==> src/hw/rtl/wind_report_frame_encoder_macros.svh <==
// ----------------------------------------------------------------------------
// Wind report frame encoder assertion macros
// Concurrent assertion helpers, compiled out when SYNTH is defined.
// ----------------------------------------------------------------------------
`ifndef WIND_REPORT_FRAME_ENCODER_MACROS_SVH
`define WIND_REPORT_FRAME_ENCODER_MACROS_SVH
`ifndef SYNTH
`define WRFE_ASSERT_IMP(lbl, a, b) \
  lbl: assert property (@(posedge clk) disable iff (!rst_n) (a) |-> (b)) \
    else $error("wrfe assertion failed");
`define WRFE_ASSERT_NXT(lbl, a, b) \
  lbl: assert property (@(posedge clk) disable iff (!rst_n) (a) |=> (b)) \
    else $error("wrfe assertion failed");
`else
`define WRFE_ASSERT_IMP(lbl, a, b)
`define WRFE_ASSERT_NXT(lbl, a, b)
`endif
`endif

==> src/hw/rtl/wrfe_pkg.sv <==
// ----------------------------------------------------------------------------
// Wind report frame encoder package
// Shared types, constants and field encoders.
// ----------------------------------------------------------------------------
package wrfe_pkg;

  localparam int DIAG_ROTATION_DEF = 15;
  localparam int DIAG_ENTRIES = 19;
  localparam int NUM_W = 44;
  localparam int DEN_W = 36;
  localparam int REM_W = NUM_W + 2;

  localparam logic [7:0] DIAG_ERROR = 8'hFF;
  localparam logic [7:0] DIAG_VERSION = 8'h01;
  localparam logic [7:0] SHORT_MARK = 8'h50;
  localparam logic [2:0] LAST_PAIR = 3'd7;
  localparam logic [2:0] LAST_SHORT = 3'd5;

  localparam logic [4:0] E_ACC_X_SUM = 5'd0;
  localparam logic [4:0] E_ACC_Y_SUM = 5'd2;
  localparam logic [4:0] E_ACC_Z_SUM = 5'd4;
  localparam logic [4:0] E_HERR_SUM = 5'd6;
  localparam logic [4:0] E_HERR_MAX = 5'd8;
  localparam logic [4:0] E_TEMP_SUM = 5'd9;
  localparam logic [4:0] E_TEMP_MIN = 5'd11;
  localparam logic [4:0] E_TEMP_MAX = 5'd12;
  localparam logic [4:0] E_VOLT_BASE = 5'd12;

  localparam logic [31:0] MAX_RESET = 32'hFFFF_D8F1;
  localparam logic [31:0] MIN_RESET = 32'h0000_270F;

  localparam logic [3:0] PH_VERSION = 4'd0;
  localparam logic [3:0] PH_VOLT_FIRST = 4'd1;
  localparam logic [3:0] PH_VOLT_LAST = 4'd6;
  localparam logic [3:0] PH_ACC_X = 4'd7;
  localparam logic [3:0] PH_ACC_Y = 4'd8;
  localparam logic [3:0] PH_ACC_Z = 4'd9;
  localparam logic [3:0] PH_HERR_AVG = 4'd10;
  localparam logic [3:0] PH_HERR_MAX = 4'd11;
  localparam logic [3:0] PH_TEMP_AVG = 4'd12;
  localparam logic [3:0] PH_TEMP_MIN = 4'd13;
  localparam logic [3:0] PH_TEMP_MAX = 4'd14;

  localparam logic CMD_REPORT = 1'b0;
  localparam logic CMD_WRITE = 1'b1;

  typedef enum logic [1:0] {TS_IDLE, TS_DIAG, TS_WAIT, TS_OUT} wrfe_state_t;
  typedef enum logic [1:0] {DV_IDLE, DV_PREP, DV_ITER, DV_FIN} wrfe_div_state_t;

  typedef struct packed {
    logic                    start;
    logic signed [NUM_W-1:0] num;
    logic signed [DEN_W-1:0] den;
    logic signed [8:0]       off;
  } wrfe_div_req_t;

  typedef struct packed {
    logic       done;
    logic [7:0] value;
  } wrfe_div_rsp_t;

  function automatic logic [7:0] enc_speed(input logic [11:0] v);
    logic [12:0] t;
    logic [7:0]  r;
    begin
      t = 13'(v);
      if (v < 12'd160) begin
        r = 8'((t + 13'd2) >> 2);
      end else if (v < 12'd1280) begin
        r = 8'((t + 13'd4) >> 3) + 8'd20;
      end else if (v < 12'd1920) begin
        r = 8'((t + 13'd8) >> 4) + 8'd100;
      end else if (v < 12'd3040) begin
        r = 8'((t + 13'd16) >> 5) + 8'd160;
      end else begin
        r = 8'hFF;
      end
      return r;
    end
  endfunction

  function automatic logic [3:0] enc_head_low(input logic [15:0] h);
    logic [16:0] t;
    begin
      t = 17'(h) + 17'd2048;
      return t[15:12];
    end
  endfunction

  function automatic logic [7:0] enc_head_high(input logic [15:0] h);
    logic [23:0] p;
    begin
      p = 24'(h) * 24'd180 + 24'd32768;
      return (p[23:16] == 8'd180) ? 8'd0 : p[23:16];
    end
  endfunction

endpackage

==> src/hw/rtl/wrfe_div.sv <==
// ----------------------------------------------------------------------------
// Wind report frame encoder rounding divider
// Signed divide, rounded half away from zero, offset and clamp to 0..254.
// ----------------------------------------------------------------------------
module wrfe_div (
  input  logic                   clk,
  input  logic                   rst_n,
  input  wrfe_pkg::wrfe_div_req_t req,
  output wrfe_pkg::wrfe_div_rsp_t rsp
);
  import wrfe_pkg::*;

  wrfe_div_state_t state_r, state_nxt;
  logic [REM_W-1:0] num_r, num_nxt;
  logic [REM_W-1:0] dsh_r, dsh_nxt;
  logic [8:0]       q_r, q_nxt;
  logic [2:0]       bit_r, bit_nxt;
  logic             neg_r, neg_nxt;
  logic signed [8:0] off_r, off_nxt;
  logic [NUM_W-1:0] an;
  logic [DEN_W-1:0] ad;
  logic signed [10:0] sval;

  always_ff @(posedge clk) begin
    if (!rst_n) begin
      state_r <= DV_IDLE;
    end else begin
      state_r <= state_nxt;
    end
  end

  always_ff @(posedge clk) begin
    num_r <= num_nxt;
    dsh_r <= dsh_nxt;
    q_r   <= q_nxt;
    bit_r <= bit_nxt;
    neg_r <= neg_nxt;
    off_r <= off_nxt;
  end

  always_comb begin
    state_nxt = state_r;
    num_nxt   = num_r;
    dsh_nxt   = dsh_r;
    q_nxt     = q_r;
    bit_nxt   = bit_r;
    neg_nxt   = neg_r;
    off_nxt   = off_r;
    an = req.num[NUM_W-1] ? (~req.num + 1'b1) : req.num;
    ad = req.den[DEN_W-1] ? (~req.den + 1'b1) : req.den;
    sval = (neg_r ? -$signed(11'(q_r)) : $signed(11'(q_r))) + 11'(off_r);
    rsp.done  = 1'b0;
    rsp.value = (sval < 0) ? 8'd0 : ((sval > 11'sd254) ? 8'd254 : sval[7:0]);
    unique case (state_r)
      DV_IDLE: begin
        if (req.start) begin
          neg_nxt   = req.num[NUM_W-1] ^ req.den[DEN_W-1];
          num_nxt   = (REM_W'(an) << 1) + REM_W'(ad);
          dsh_nxt   = REM_W'(ad) << 9;
          off_nxt   = req.off;
          q_nxt     = '0;
          state_nxt = DV_PREP;
        end
      end
      DV_PREP: begin
        if (num_r >= dsh_r) begin
          q_nxt     = 9'd256;
          state_nxt = DV_FIN;
        end else begin
          dsh_nxt   = dsh_r >> 1;
          bit_nxt   = 3'd7;
          state_nxt = DV_ITER;
        end
      end
      DV_ITER: begin
        if (num_r >= dsh_r) begin
          num_nxt = num_r - dsh_r;
          q_nxt[bit_r] = 1'b1;
        end
        dsh_nxt = dsh_r >> 1;
        bit_nxt = bit_r - 3'd1;
        if (bit_r == 3'd0) begin
          state_nxt = DV_FIN;
        end
      end
      DV_FIN: begin
        rsp.done  = 1'b1;
        state_nxt = DV_IDLE;
      end
      default: state_nxt = DV_IDLE;
    endcase
  end

endmodule

==> src/hw/rtl/wind_report_frame_encoder.sv <==
// ----------------------------------------------------------------------------
// Wind report frame encoder
// Encodes wind records and one rotating diagnostic byte into report frames.
// ----------------------------------------------------------------------------
// Input channel (in_*): a write beat (in_command high) sets one diagnostic
// entry without raising in_stall; indexes above 18 are ignored. A report beat
// starts a frame of 8 bytes (in_two_reports high) or 6 bytes.
// in_stall is high from the report beat until its last byte is taken.
// Output channel (out_*): one beat per frame byte, out_last_byte on the last.
// The first byte leaves once the diagnostic byte is set: version, error and
// zero-count diagnostic bytes are set directly, others by the shared divider
// (request, range check, 8 quotient steps, finish; the range check skips the
// quotient steps when it saturates). Bytes then leave one per cycle while
// out_stall is low.
// While out_stall is high the current byte holds and nothing else moves.
// Reset clears the diagnostic store to its start values and the phase to 0.
// ----------------------------------------------------------------------------
module wind_report_frame_encoder #(
  parameter int DIAG_ROTATION = wrfe_pkg::DIAG_ROTATION_DEF
) (
  input  logic        clk,
  input  logic        rst_n,
  input  logic        in_valid,
  output logic        in_stall,
  input  logic        in_command,
  input  logic        in_two_reports,
  input  logic [11:0] in_speed_min_a,
  input  logic [11:0] in_speed_avg_a,
  input  logic [11:0] in_speed_max_a,
  input  logic [15:0] in_heading_a,
  input  logic [11:0] in_speed_min_b,
  input  logic [11:0] in_speed_avg_b,
  input  logic [11:0] in_speed_max_b,
  input  logic [15:0] in_heading_b,
  input  logic [4:0]  in_diag_index,
  input  logic signed [31:0] in_diag_value,
  output logic        out_valid,
  input  logic        out_stall,
  output logic [7:0]  out_frame_byte,
  output logic        out_last_byte
);
  import wrfe_pkg::*;

  wrfe_state_t state_r, state_nxt;
  logic [31:0] store_r [DIAG_ENTRIES];
  logic [31:0] store_nxt [DIAG_ENTRIES];
  logic [7:0]  fb_r [8];
  logic [7:0]  fb_nxt [8];
  logic [3:0]  phase_r, phase_nxt;
  logic [2:0]  idx_r, idx_nxt;
  logic [2:0]  lst_r, lst_nxt;
  wrfe_div_req_t div_req;
  wrfe_div_rsp_t div_rsp;
  logic [4:0]  s_idx;
  logic signed [NUM_W-1:0] c_num;
  logic signed [NUM_W-1:0] s_num;

  wrfe_div u_div (
    .clk   (clk),
    .rst_n (rst_n),
    .req   (div_req),
    .rsp   (div_rsp)
  );

  always_ff @(posedge clk) begin
    if (!rst_n) begin
      state_r <= TS_IDLE;
      phase_r <= '0;
      idx_r   <= '0;
      lst_r   <= LAST_SHORT;
      for (int i = 0; i < DIAG_ENTRIES; i++) begin
        store_r[i] <= '0;
      end
      store_r[E_HERR_MAX] <= MAX_RESET;
      store_r[E_TEMP_MIN] <= MIN_RESET;
      store_r[E_TEMP_MAX] <= MAX_RESET;
    end else begin
      state_r <= state_nxt;
      phase_r <= phase_nxt;
      idx_r   <= idx_nxt;
      lst_r   <= lst_nxt;
      store_r <= store_nxt;
    end
  end

  always_ff @(posedge clk) begin
    fb_r <= fb_nxt;
  end

  assign out_valid      = (state_r == TS_OUT);
  assign out_frame_byte = fb_r[idx_r];
  assign out_last_byte  = (idx_r == lst_r);
  assign in_stall       = (state_r != TS_IDLE);

  always_comb begin
    state_nxt = state_r;
    store_nxt = store_r;
    fb_nxt    = fb_r;
    phase_nxt = phase_r;
    idx_nxt   = idx_r;
    lst_nxt   = lst_r;
    div_req   = '0;
    s_idx     = '0;
    c_num     = '0;
    s_num     = '0;
    unique case (state_r)
      TS_IDLE: begin
        if (in_valid) begin
          if (in_command == CMD_WRITE) begin
            if (in_diag_index < 5'(DIAG_ENTRIES)) begin
              store_nxt[in_diag_index] = in_diag_value;
            end
          end else if (in_two_reports) begin
            fb_nxt[0] = enc_speed(in_speed_min_a);
            fb_nxt[1] = enc_speed(in_speed_min_b);
            fb_nxt[2] = enc_speed(in_speed_avg_a);
            fb_nxt[3] = enc_speed(in_speed_avg_b);
            fb_nxt[4] = enc_speed(in_speed_max_a);
            fb_nxt[5] = enc_speed(in_speed_max_b);
            fb_nxt[6] = {enc_head_low(in_heading_a), enc_head_low(in_heading_b)};
            lst_nxt   = LAST_PAIR;
            idx_nxt   = '0;
            state_nxt = TS_DIAG;
          end else begin
            fb_nxt[0] = SHORT_MARK;
            fb_nxt[1] = enc_speed(in_speed_min_a);
            fb_nxt[2] = enc_speed(in_speed_avg_a);
            fb_nxt[3] = enc_speed(in_speed_max_a);
            fb_nxt[4] = enc_head_high(in_heading_a);
            lst_nxt   = LAST_SHORT;
            idx_nxt   = '0;
            state_nxt = TS_DIAG;
          end
        end
      end
      TS_DIAG: begin
        phase_nxt = ((5'(phase_r) + 5'd1) >= 5'(DIAG_ROTATION)) ? 4'd0 : (phase_r + 4'd1);
        state_nxt = TS_WAIT;
        div_req.start = 1'b1;
        case (phase_r) inside
          PH_VERSION: begin
            div_req.start = 1'b0;
            fb_nxt[lst_r] = DIAG_VERSION;
            state_nxt     = TS_OUT;
          end
          [PH_VOLT_FIRST:PH_VOLT_LAST]: begin
            s_idx       = 5'(phase_r) + E_VOLT_BASE;
            div_req.num = NUM_W'($signed(store_r[s_idx])) - NUM_W'(1750);
            div_req.den = DEN_W'(10);
          end
          PH_ACC_X, PH_ACC_Y, PH_ACC_Z, PH_HERR_AVG, PH_TEMP_AVG: begin
            case (phase_r)
              PH_ACC_X: s_idx = E_ACC_X_SUM;
              PH_ACC_Y: s_idx = E_ACC_Y_SUM;
              PH_ACC_Z: s_idx = E_ACC_Z_SUM;
              PH_HERR_AVG: s_idx = E_HERR_SUM;
              default: s_idx = E_TEMP_SUM;
            endcase
            c_num = NUM_W'($signed(store_r[s_idx + 5'd1]));
            s_num = NUM_W'($signed(store_r[s_idx]));
            store_nxt[s_idx] = '0;
            store_nxt[s_idx + 5'd1] = '0;
            if (phase_r == PH_TEMP_AVG) begin
              div_req.num = s_num + (c_num <<< 9) + (c_num <<< 8) + (c_num <<< 5);
              div_req.den = DEN_W'(c_num) <<< 3;
            end else begin
              div_req.num = s_num;
              div_req.den = DEN_W'(c_num);
            end
            if (phase_r != PH_HERR_AVG && phase_r != PH_TEMP_AVG) begin
              div_req.off = 9'sd128;
            end
            if (store_r[s_idx + 5'd1] == '0) begin
              div_req.start = 1'b0;
              fb_nxt[lst_r] = DIAG_ERROR;
              state_nxt     = TS_OUT;
            end
          end
          PH_HERR_MAX: begin
            div_req.num = NUM_W'($signed(store_r[E_HERR_MAX]));
            div_req.den = DEN_W'(1);
            store_nxt[E_HERR_MAX] = MAX_RESET;
          end
          PH_TEMP_MIN: begin
            div_req.num = NUM_W'($signed(store_r[E_TEMP_MIN])) + NUM_W'(800);
            div_req.den = DEN_W'(8);
            store_nxt[E_TEMP_MIN] = MIN_RESET;
          end
          PH_TEMP_MAX: begin
            div_req.num = NUM_W'($signed(store_r[E_TEMP_MAX])) + NUM_W'(800);
            div_req.den = DEN_W'(8);
            store_nxt[E_TEMP_MAX] = MAX_RESET;
          end
          default: begin
            div_req.start = 1'b0;
            fb_nxt[lst_r] = DIAG_ERROR;
            state_nxt     = TS_OUT;
          end
        endcase
      end
      TS_WAIT: begin
        if (div_rsp.done) begin
          fb_nxt[lst_r] = div_rsp.value;
          state_nxt     = TS_OUT;
        end
      end
      TS_OUT: begin
        if (!out_stall) begin
          idx_nxt = idx_r + 3'd1;
          if (idx_r == lst_r) begin
            idx_nxt   = '0;
            state_nxt = TS_IDLE;
          end
        end
      end
      default: state_nxt = TS_IDLE;
    endcase
  end

`include "wind_report_frame_encoder_macros.svh"

  `WRFE_ASSERT_IMP(a_out_blocks_in, out_valid, in_stall)
  `WRFE_ASSERT_NXT(a_last_ends_frame, out_valid && !out_stall && out_last_byte, !out_valid)
  `WRFE_ASSERT_NXT(a_report_stalls, in_valid && !in_stall && (in_command == CMD_REPORT), in_stall)
  `WRFE_ASSERT_IMP(a_phase_range, 1'b1, 5'(phase_r) < 5'(DIAG_ROTATION))

endmodule
==> config.mk <==
export PLATFORM = sky130hd
export DESIGN_NAME = wind_report_frame_encoder
export DESIGN_NICKNAME = d
export VERILOG_FILES = /design/src/hw/rtl/wrfe_pkg.sv /design/src/hw/rtl/wrfe_div.sv /design/src/hw/rtl/wind_report_frame_encoder.sv
export VERILOG_INCLUDE_DIRS = /design/src /design/src/hw/rtl
export SDC_FILE = /design/constraint.sdc
export NUM_CORES = 2
export LEC_CHECK = 0
export ABC_AREA = 1
export BUFFER_PORTS_ARGS = -buffer_cell sky130_fd_sc_hd__buf_2
export CAP_MARGIN = 15
export CORE_ASPECT_RATIO = 2
export CORE_MARGIN = 5
export CORE_UTILIZATION = 30
export DETAILED_ROUTE_END_ITERATION = 8
export PLACE_DENSITY = 0.51
export RECOVER_POWER = 25
export REMOVE_ABC_BUFFERS = 1
export SYNTH_ARGS = -nofsm -noshare
export SYNTH_HDL_FRONTEND = slang
export SYNTH_SLANG_ARGS = --single-unit
==> constraint.sdc <==
create_clock -name clk -period 14 [get_ports clk]
set_clock_uncertainty 0.2 [all_clocks]
set_input_delay 2.1 -clock clk [delete_from_list [all_inputs] [get_ports clk]]
set_output_delay 2.1 -clock clk [all_outputs]
set_load 0.01 [all_outputs]
# Word level (Yosys, flattened, before mapping)
# Index checks and enable logic that the tools add are counted.
# W data, S select, Z words.
# classes
addsub,63
multipliers,1
order_cmp,43
eq_ne,44
n_mux,157
n_bitwise,21
n_reduce_logical,38
# ops
cell,n
$mux W608,3
$and A608 B608 Y608,2
$not A608 Y608,2
$pmux W608 S2,1
$mux W256,3
$mux W32,24
$mux W64,11
$bwmux W608,1
$mux W192,3
$mux W80,7
$bmux W32 S5,3
$demux W32 S5,3
$mux W8,34
$mux W46,4
$pmux W56 S3,1
$lt A12 B11 Y1 const B,12
$pmux W46 S3,1
$mux W56,2
$pmux W46 S2,1
$mux W90,1
$add A12 B5 Y13 const B,6
$add A12 B4 Y12 const B,6
$lt A12 B12 Y1 const B,6
$lt A12 B8 Y1 const B,6
other kinds (98),224
# totals
regBits,799
inputBits,147
out_inout_bits,11

# Logic depth before layout (Yosys ltp)
# depth
word_depth,25
ltp_mapped,66
mapped_depth_nobuf,59

# Modules after synthesis
# From an unflattened synthesis, not the netlist that was laid out.
# unflattened
hier_cells,10113
area_unflattened_um2,64682.0
# modules_own_cells
mod,n_inst,cells_per_inst,area_each_um2,seq_area_each_um2
wind_report_frame_encoder,1,8051,51003.9,14293.7
wrfe_div,1,2062,13678.1,3433.3

# Worst setup path after synthesis
# No wires, ideal clock.
# synth_timing
path_kind,flip-flop to flip-flop
start,register phase_r[0]
end,"register u_div.num_r[43], data pin"
setup_ps,256
arrival_time_ps,9281
required_time_ps,13544
slack_ps,4263
path_stages_with_launch,63
n_path_buf,10
period_less_slack_ps,9737
cell_sequence,dfxtp_1 -> inv_2 -> buf_2 -> buf_6 -> buf_6 -> buf_2 -> ha_1 -> nand2_2 -> nand2_2 -> inv_2 -> buf_6 -> nor2_4 -> inv_2 -> buf_2 -> buf_1 -> buf_1 -> o22ai_1 -> nor3_1 -> [... 27 more ...] -> inv_1 -> a21o_1 -> a21oi_1 -> o21ai_0 -> a21boi_0 -> inv_1 -> nand2_1 -> nand2_1 -> a21oi_1 -> o21ai_0 -> nand4_1 -> nand2_1 -> nand2_1 -> inv_1 -> nand2_1 -> nand2_1 -> nand3_1 -> nand2_1
# synth_between
elab_chain_cells,25
# synth_rtl
item,line,text
from (decl),wind_report_frame_encoder.sv:49,"logic [3:0] phase_r, phase_nxt;"
from (signal assigned),wind_report_frame_encoder.sv:79,phase_r <= phase_nxt;
$eq A4 B4 Y1 or $eq A4 B3 Y1 (tied branches),wind_report_frame_encoder.sv:152,case (phase_r)
$pmux W4 S4,wind_report_frame_encoder.sv:152,
$mux W5 (3 in a row),wind_report_frame_encoder.sv:140,case (phase_r) inside
$mux W5,wind_report_frame_encoder.sv:106,unique case (state_r)
$add A5 B1 Y5,wind_report_frame_encoder.sv:159,c_num = NUM_W'($signed(store_r[s_idx + 5'd1]));
$not A5 Y6 (not written as such),wind_report_frame_encoder.sv:159,
$bmux W32 S5,wind_report_frame_encoder.sv:159,
$mux W32 (not written as such) (2 in a row),wind_report_frame_encoder.sv:159,
[... 7 more ...],-,
$mux W90 *,wind_report_frame_encoder.sv:106,
$not A44 Y44,wrfe_div.sv:49,an = req.num[NUM_W-1] ? (~req.num + 1'b1) : req.num;
$add A44 B1 Y44,wrfe_div.sv:49,
$mux W44,wrfe_div.sv:49,
$add A45 B36 Y46 *,wrfe_div.sv:58,num_nxt = (REM_W'(an) << 1) + REM_W'(ad);
$mux W46 *,wrfe_div.sv:56,if (req.start) begin
$pmux W46 S2 *,wrfe_div.sv:54,unique case (state_r)
net u_div.num_nxt[43],wrfe_div.sv:14,"logic [REM_W-1:0] num_r, num_nxt;"
to (signal assigned),wrfe_div.sv:33,num_r <= num_nxt;
to (decl),wrfe_div.sv:14,
# Mark *: on every way through the listed nets, which the timed path passes. The rest lies on a longest branch. The select of a mux whose other input is x is not followed.
# A chain may end at the register's enable or synchronous reset.

# Worst setup path after layout
# layout_timing
start,input rst_n
end,register store_r[367] in the netlist's numbering
# layout_lines
item,line,text
from (decl),wind_report_frame_encoder.sv:22,"input logic rst_n,"
to (signal assigned),wind_report_frame_encoder.sv:82,store_r <= store_nxt;
to (decl),wind_report_frame_encoder.sv:45,logic [31:0] store_r [DIAG_ENTRIES];
# No word-level cell between the ends.

==> metrics.md <==
| Metric | Value |
|---|---|
| Status | finished with violations |
| Failing checks | max-capacitance violations, max-slew violations |
| Slew Limit Fails | 988 |
| H-Tree Depth | 3 |
| Buf+Inv Stages, Crit Path | 4 |
| Clk pin slew, worst setup/hold paths | 0.07 ns |
| GPL Wtd Cong | 1.05 |
| Core ar. | 207,000 µm² |
| Int Pwr | between 5 and 6 mW |
| Setup WS post-layout | 0.798 ns |
| Crit-path max FO | 190 |
| Clk buf depth | 3 |
| Crit path DAT | 13.30 ns |
| Row Count | 236 |
| Least-Margin Pin Slew | 9.45 ns |
| Clk sinks | 789 |
| NetSw | just under 5 mW |
| Crit path depth | 5 |
| TritonRoute pass-1 iters | 8 |
| Slew Limit Headroom | -530% |
| Critical path startpoint | rst_n |
| GRT overflow | 0 |
| Antenna-violating nets left | 0 |
| RSZ-0062 raised after global routing | false |
| Crit path required time | 14.10 ns |
| Crit Path Class | input port to register |
| Clk Tree Root Cell | clkbuf_16 |
| Final number of setup-violating endpoints | 0 |
| Max_cap viols | 19 |
| Number of synthesized flops with an enable pin | 169 |
| Async SR Flop Fraction | 0% |
| Worst slack, placed | 1.59 ns |
| DP Wirelength | 240,000 µm |
| Worst VDD drop | 120 µV |
| Startpoint types | input port |
| Vias per cell | 5.46 |
| R2R depth | between 50 and 60 |
| Crit-path cells | clkbuf_1 -> inv_8 -> clkbuf_1 -> clkbuf_1 -> nor2_1 |
| Seq cells post-synth | 789 |
| Crit-path leading delay family | buffers and inverters |
| Clock network fraction of total power | 23.2% |
| Switching Share | a little under half |
| Drt wl/cell | about 26 µm |
| Initial antenna violation count | 23 |
| Port buffer count | 140 |
| Worst reg-to-reg setup slack | 1.46 ns |
| Most frequent cells in the layout | nand2_1 (1,900), inv_1 (1,456), nor2_1 (927), a21oi_1 (851), o21ai_0 (729) |
| Comb power frac | a little under half |
| Clock latency on the worst-skew pair | 0.76 ns |
| Hold_buf cts | 0 |
| # DRC | 0 |
| Fin nets | 9,960 |
| Avg Cell Area, Syn | 6.50 µm² |
| Largest family of logic cells by synthesized area | simple AND/OR/NAND/NOR gates |
| Critical-path top delay cell | clkbuf_1 |
| Initial core utilization | between 30% and 40% |
| Number of cells on the worst hold path | 2 |
| Mux cell area share after synthesis | 0.213% |
| Overall Global Routing Usage | 27.6% |
| # Post-CTS Setup Buffers | 0 |
| # resized after CTS | 0 |
| Critical path capture point | store_r[367]$_SDFFE_PN0P_ |
| Crit end category | register |
| Die height | 655 µm |
| Layout cells sized above 1 | 6.78% |
| Sequential power share | 29.1% |
| Synth Area in Adders | 8.00% |
| Routed wire length | 315,000 µm |
| Critical Path Most Common Cell | clkbuf_1 |
| Simple-gate share of the synthesized area | 26.0% |
| F_max | 75.7 MHz |
| Max incr delay on CP | 6.70 ns |
| Crit path time final | 13.20 ns |
| Die area | 218,000 µm² |
| CTS tree | done |
| Synth unique cells | 76 |
| Die Wd | 332 µm |
| First-pass GRT wire length | approximately 450,000 µm |
| Lkg Pwr | 29.2 nW |
| Worst min path class | register to register |
| Vias in the first global route | 66,697 |
| XOR/XNOR Fraction of Synth Area | roughly 3.3% |
| Power Density | 150 nW/µm² |
| Vias | 67,010 |
| Commonest non-fill, non-tap cell in the layout | nand2_1 |
| Synth warn | 0 |
| Dominant synthesized flop cell | dfxtp_1 |
| Fin. Hold Viols | 0 |
| Reg2reg start | phase_r[1]$_SDFFE_PN0P_ |
| Reg2reg end | u_div.num_r[39]$_DFFE_PP_ |
| Gate count after technology mapping | between 9,000 and 10,000 |
| Compound-gate portion of the synthesized area | 21.3% |
| Power Total | 10.2 mW |
| Mapped cell area | 62,300 µm² |
| Area added between synthesis and finish | 9.41% |
| I/O pins | 158 |
| Fin crit share | a little over nine tenths |
| Largest net degree at the start of global routing | 191 |
| Initial DRC count | 5,884 |
| Seq/Total Area, Yosys | between 20 and 30% |
| TritonCTS Buffers | 80 |
[layout make-up]
type / instances / area, µm²
Antenna cell: 9 / 22.5
Clock buffer: 109 / 2250
Clock inverter: 36 / 494
Fill cell: 22790 / 139000
Inverter: 1534 / 5780
Multi-Input combinational cell: 6754 / 36800
Sequential cell: 789 / 17500
Tap cell: 2737 / 3420
Timing Repair Buffer: 309 / 1880
[sequential cells by signal, summed over array words and instances (netlist names), named ones only]
name           cells
u_div.bit_r        3
u_div.state_r      2
fb_r              57
u_div.num_r       46
lst_r              1
store_r          608
u_div.dsh_r       45
idx_r              3
u_div.q_r          9
phase_r            4
u_div.off_r        1
state_r            2
u_div.neg_r        1
[tightest hold or removal path, cell delays in order, from the launching register on]
cell     delay [ns]
dfxtp_1        0.30
inv_1          0.05
a21oi_1        0.05
[cells in the mapped netlist (11+ instances only)]
cell type | instances | area share (%)
buf_2 | 69 | 0.55
buf_4 | 38 | 0.46
xor2_1 | 167 | 2.3
nor2_4 | 12 | 0.22
o21bai_1 | 19 | 0.23
buf_6 | 33 | 0.60
edfxtp_1 | 169 | 8.1
nand3_2 | 21 | 0.34
clkinv_1 | 33 | 0.20
mux2i_1 | 11 | 0.18
nor4_1 | 11 | 0.11
a2bb2oi_1 | 14 | 0.20
o221ai_1 | 109 | 1.5
fa_1 | 89 | 2.9
o31ai_1 | 15 | 0.18
o22ai_1 | 327 | 3.3
nor3_1 | 60 | 0.48
inv_2 | 42 | 0.25
nor2_2 | 31 | 0.31
nand3_1 | 645 | 5.2
nand2_1 | 1908 | 11
or2_2 | 50 | 0.50
clkbuf_1 | 335 | 2.0
ha_1 | 256 | 5.1
dfxtp_1 | 620 | 20
a21oi_1 | 853 | 6.8
o21ai_1 | 39 | 0.31
inv_1 | 1458 | 8.8
nand4_1 | 84 | 0.84
a22oi_1 | 23 | 0.28
buf_1 | 30 | 0.18
o21a_1 | 12 | 0.14
o211ai_1 | 76 | 0.92
a31oi_1 | 38 | 0.38
nand2_2 | 24 | 0.24
o21ai_0 | 731 | 5.9
xnor2_1 | 67 | 0.94
nor2_1 | 937 | 5.6
[metal layers]
metal | vias to the layer above | track usage (%) | routed length [µm]
met2 | 3088 | 51.4 | 159000
met1 | 31283 | 24.7 | 95800
met5 | - | 0 | 86
li1 | 31288 | - | -
met3 | 1337 | 4.73 | 20300
met4 | 14 | 27.4 | 39400
[cell families after synthesis]
logic type / Yosys count
buffers and inverters: 2042
other: 1
muxes: 13
AOI/OAI and AO/OA: 2338
xor gates and xnor gates: 234
DFF: 789
and+or+nand+nor: 3822
adders and majority gates: 345
[worst min-delay path by stage]
| stage | from | to | slack, ns |
|---|---|---|---|
| floorplan | store_r[0]$_SDFFE_PN0P_ | store_r[0]$_SDFFE_PN0P_ | 0.22 |
| global placement | store_r[6]$_SDFFE_PN0P_ | store_r[6]$_SDFFE_PN0P_ | 0.23 |
| detailed placement | store_r[8]$_SDFFE_PN0P_ | store_r[8]$_SDFFE_PN0P_ | 0.24 |
| CTS | store_r[8]$_SDFFE_PN0P_ | store_r[8]$_SDFFE_PN0P_ | 0.25 |
| global route | store_r[6]$_SDFFE_PN0P_ | store_r[6]$_SDFFE_PN0P_ | 0.26 |
| finish | store_r[7]$_SDFFE_PN0P_ | store_r[7]$_SDFFE_PN0P_ | 0.25 |
[power groups by stage]
stage / sequential (mW) / combinational, mW / clock [mW]
after detailed placement: 3.02 / 4.75 / 0
after global placement: 3.01 / 4.71 / 0
final: 2.97 / 4.87 / 2.36
after CTS: 2.97 / 4.77 / 2.41
after global routing: 3.00 / 5.26 / 2.48
after floorplan: 2.98 / 2.93 / 0
[stage by stage]
step                      setup TNS (ns)  std cells  instance area (µm²)  util, %  hold WS, ns
after global placement                 0      12121                65500     31.7        0.234
after detailed placement               0      12121                65500     31.7        0.237
final                                  0      12277                68200     33.0        0.249
after floorplan                   -85.77       9077                59900        -        0.224
after CTS                              0      12266                68300     33.0        0.247
after global routing                   0      12271                68200     33.0        0.261
Note: power is estimated with default switching activity, not from simulation.
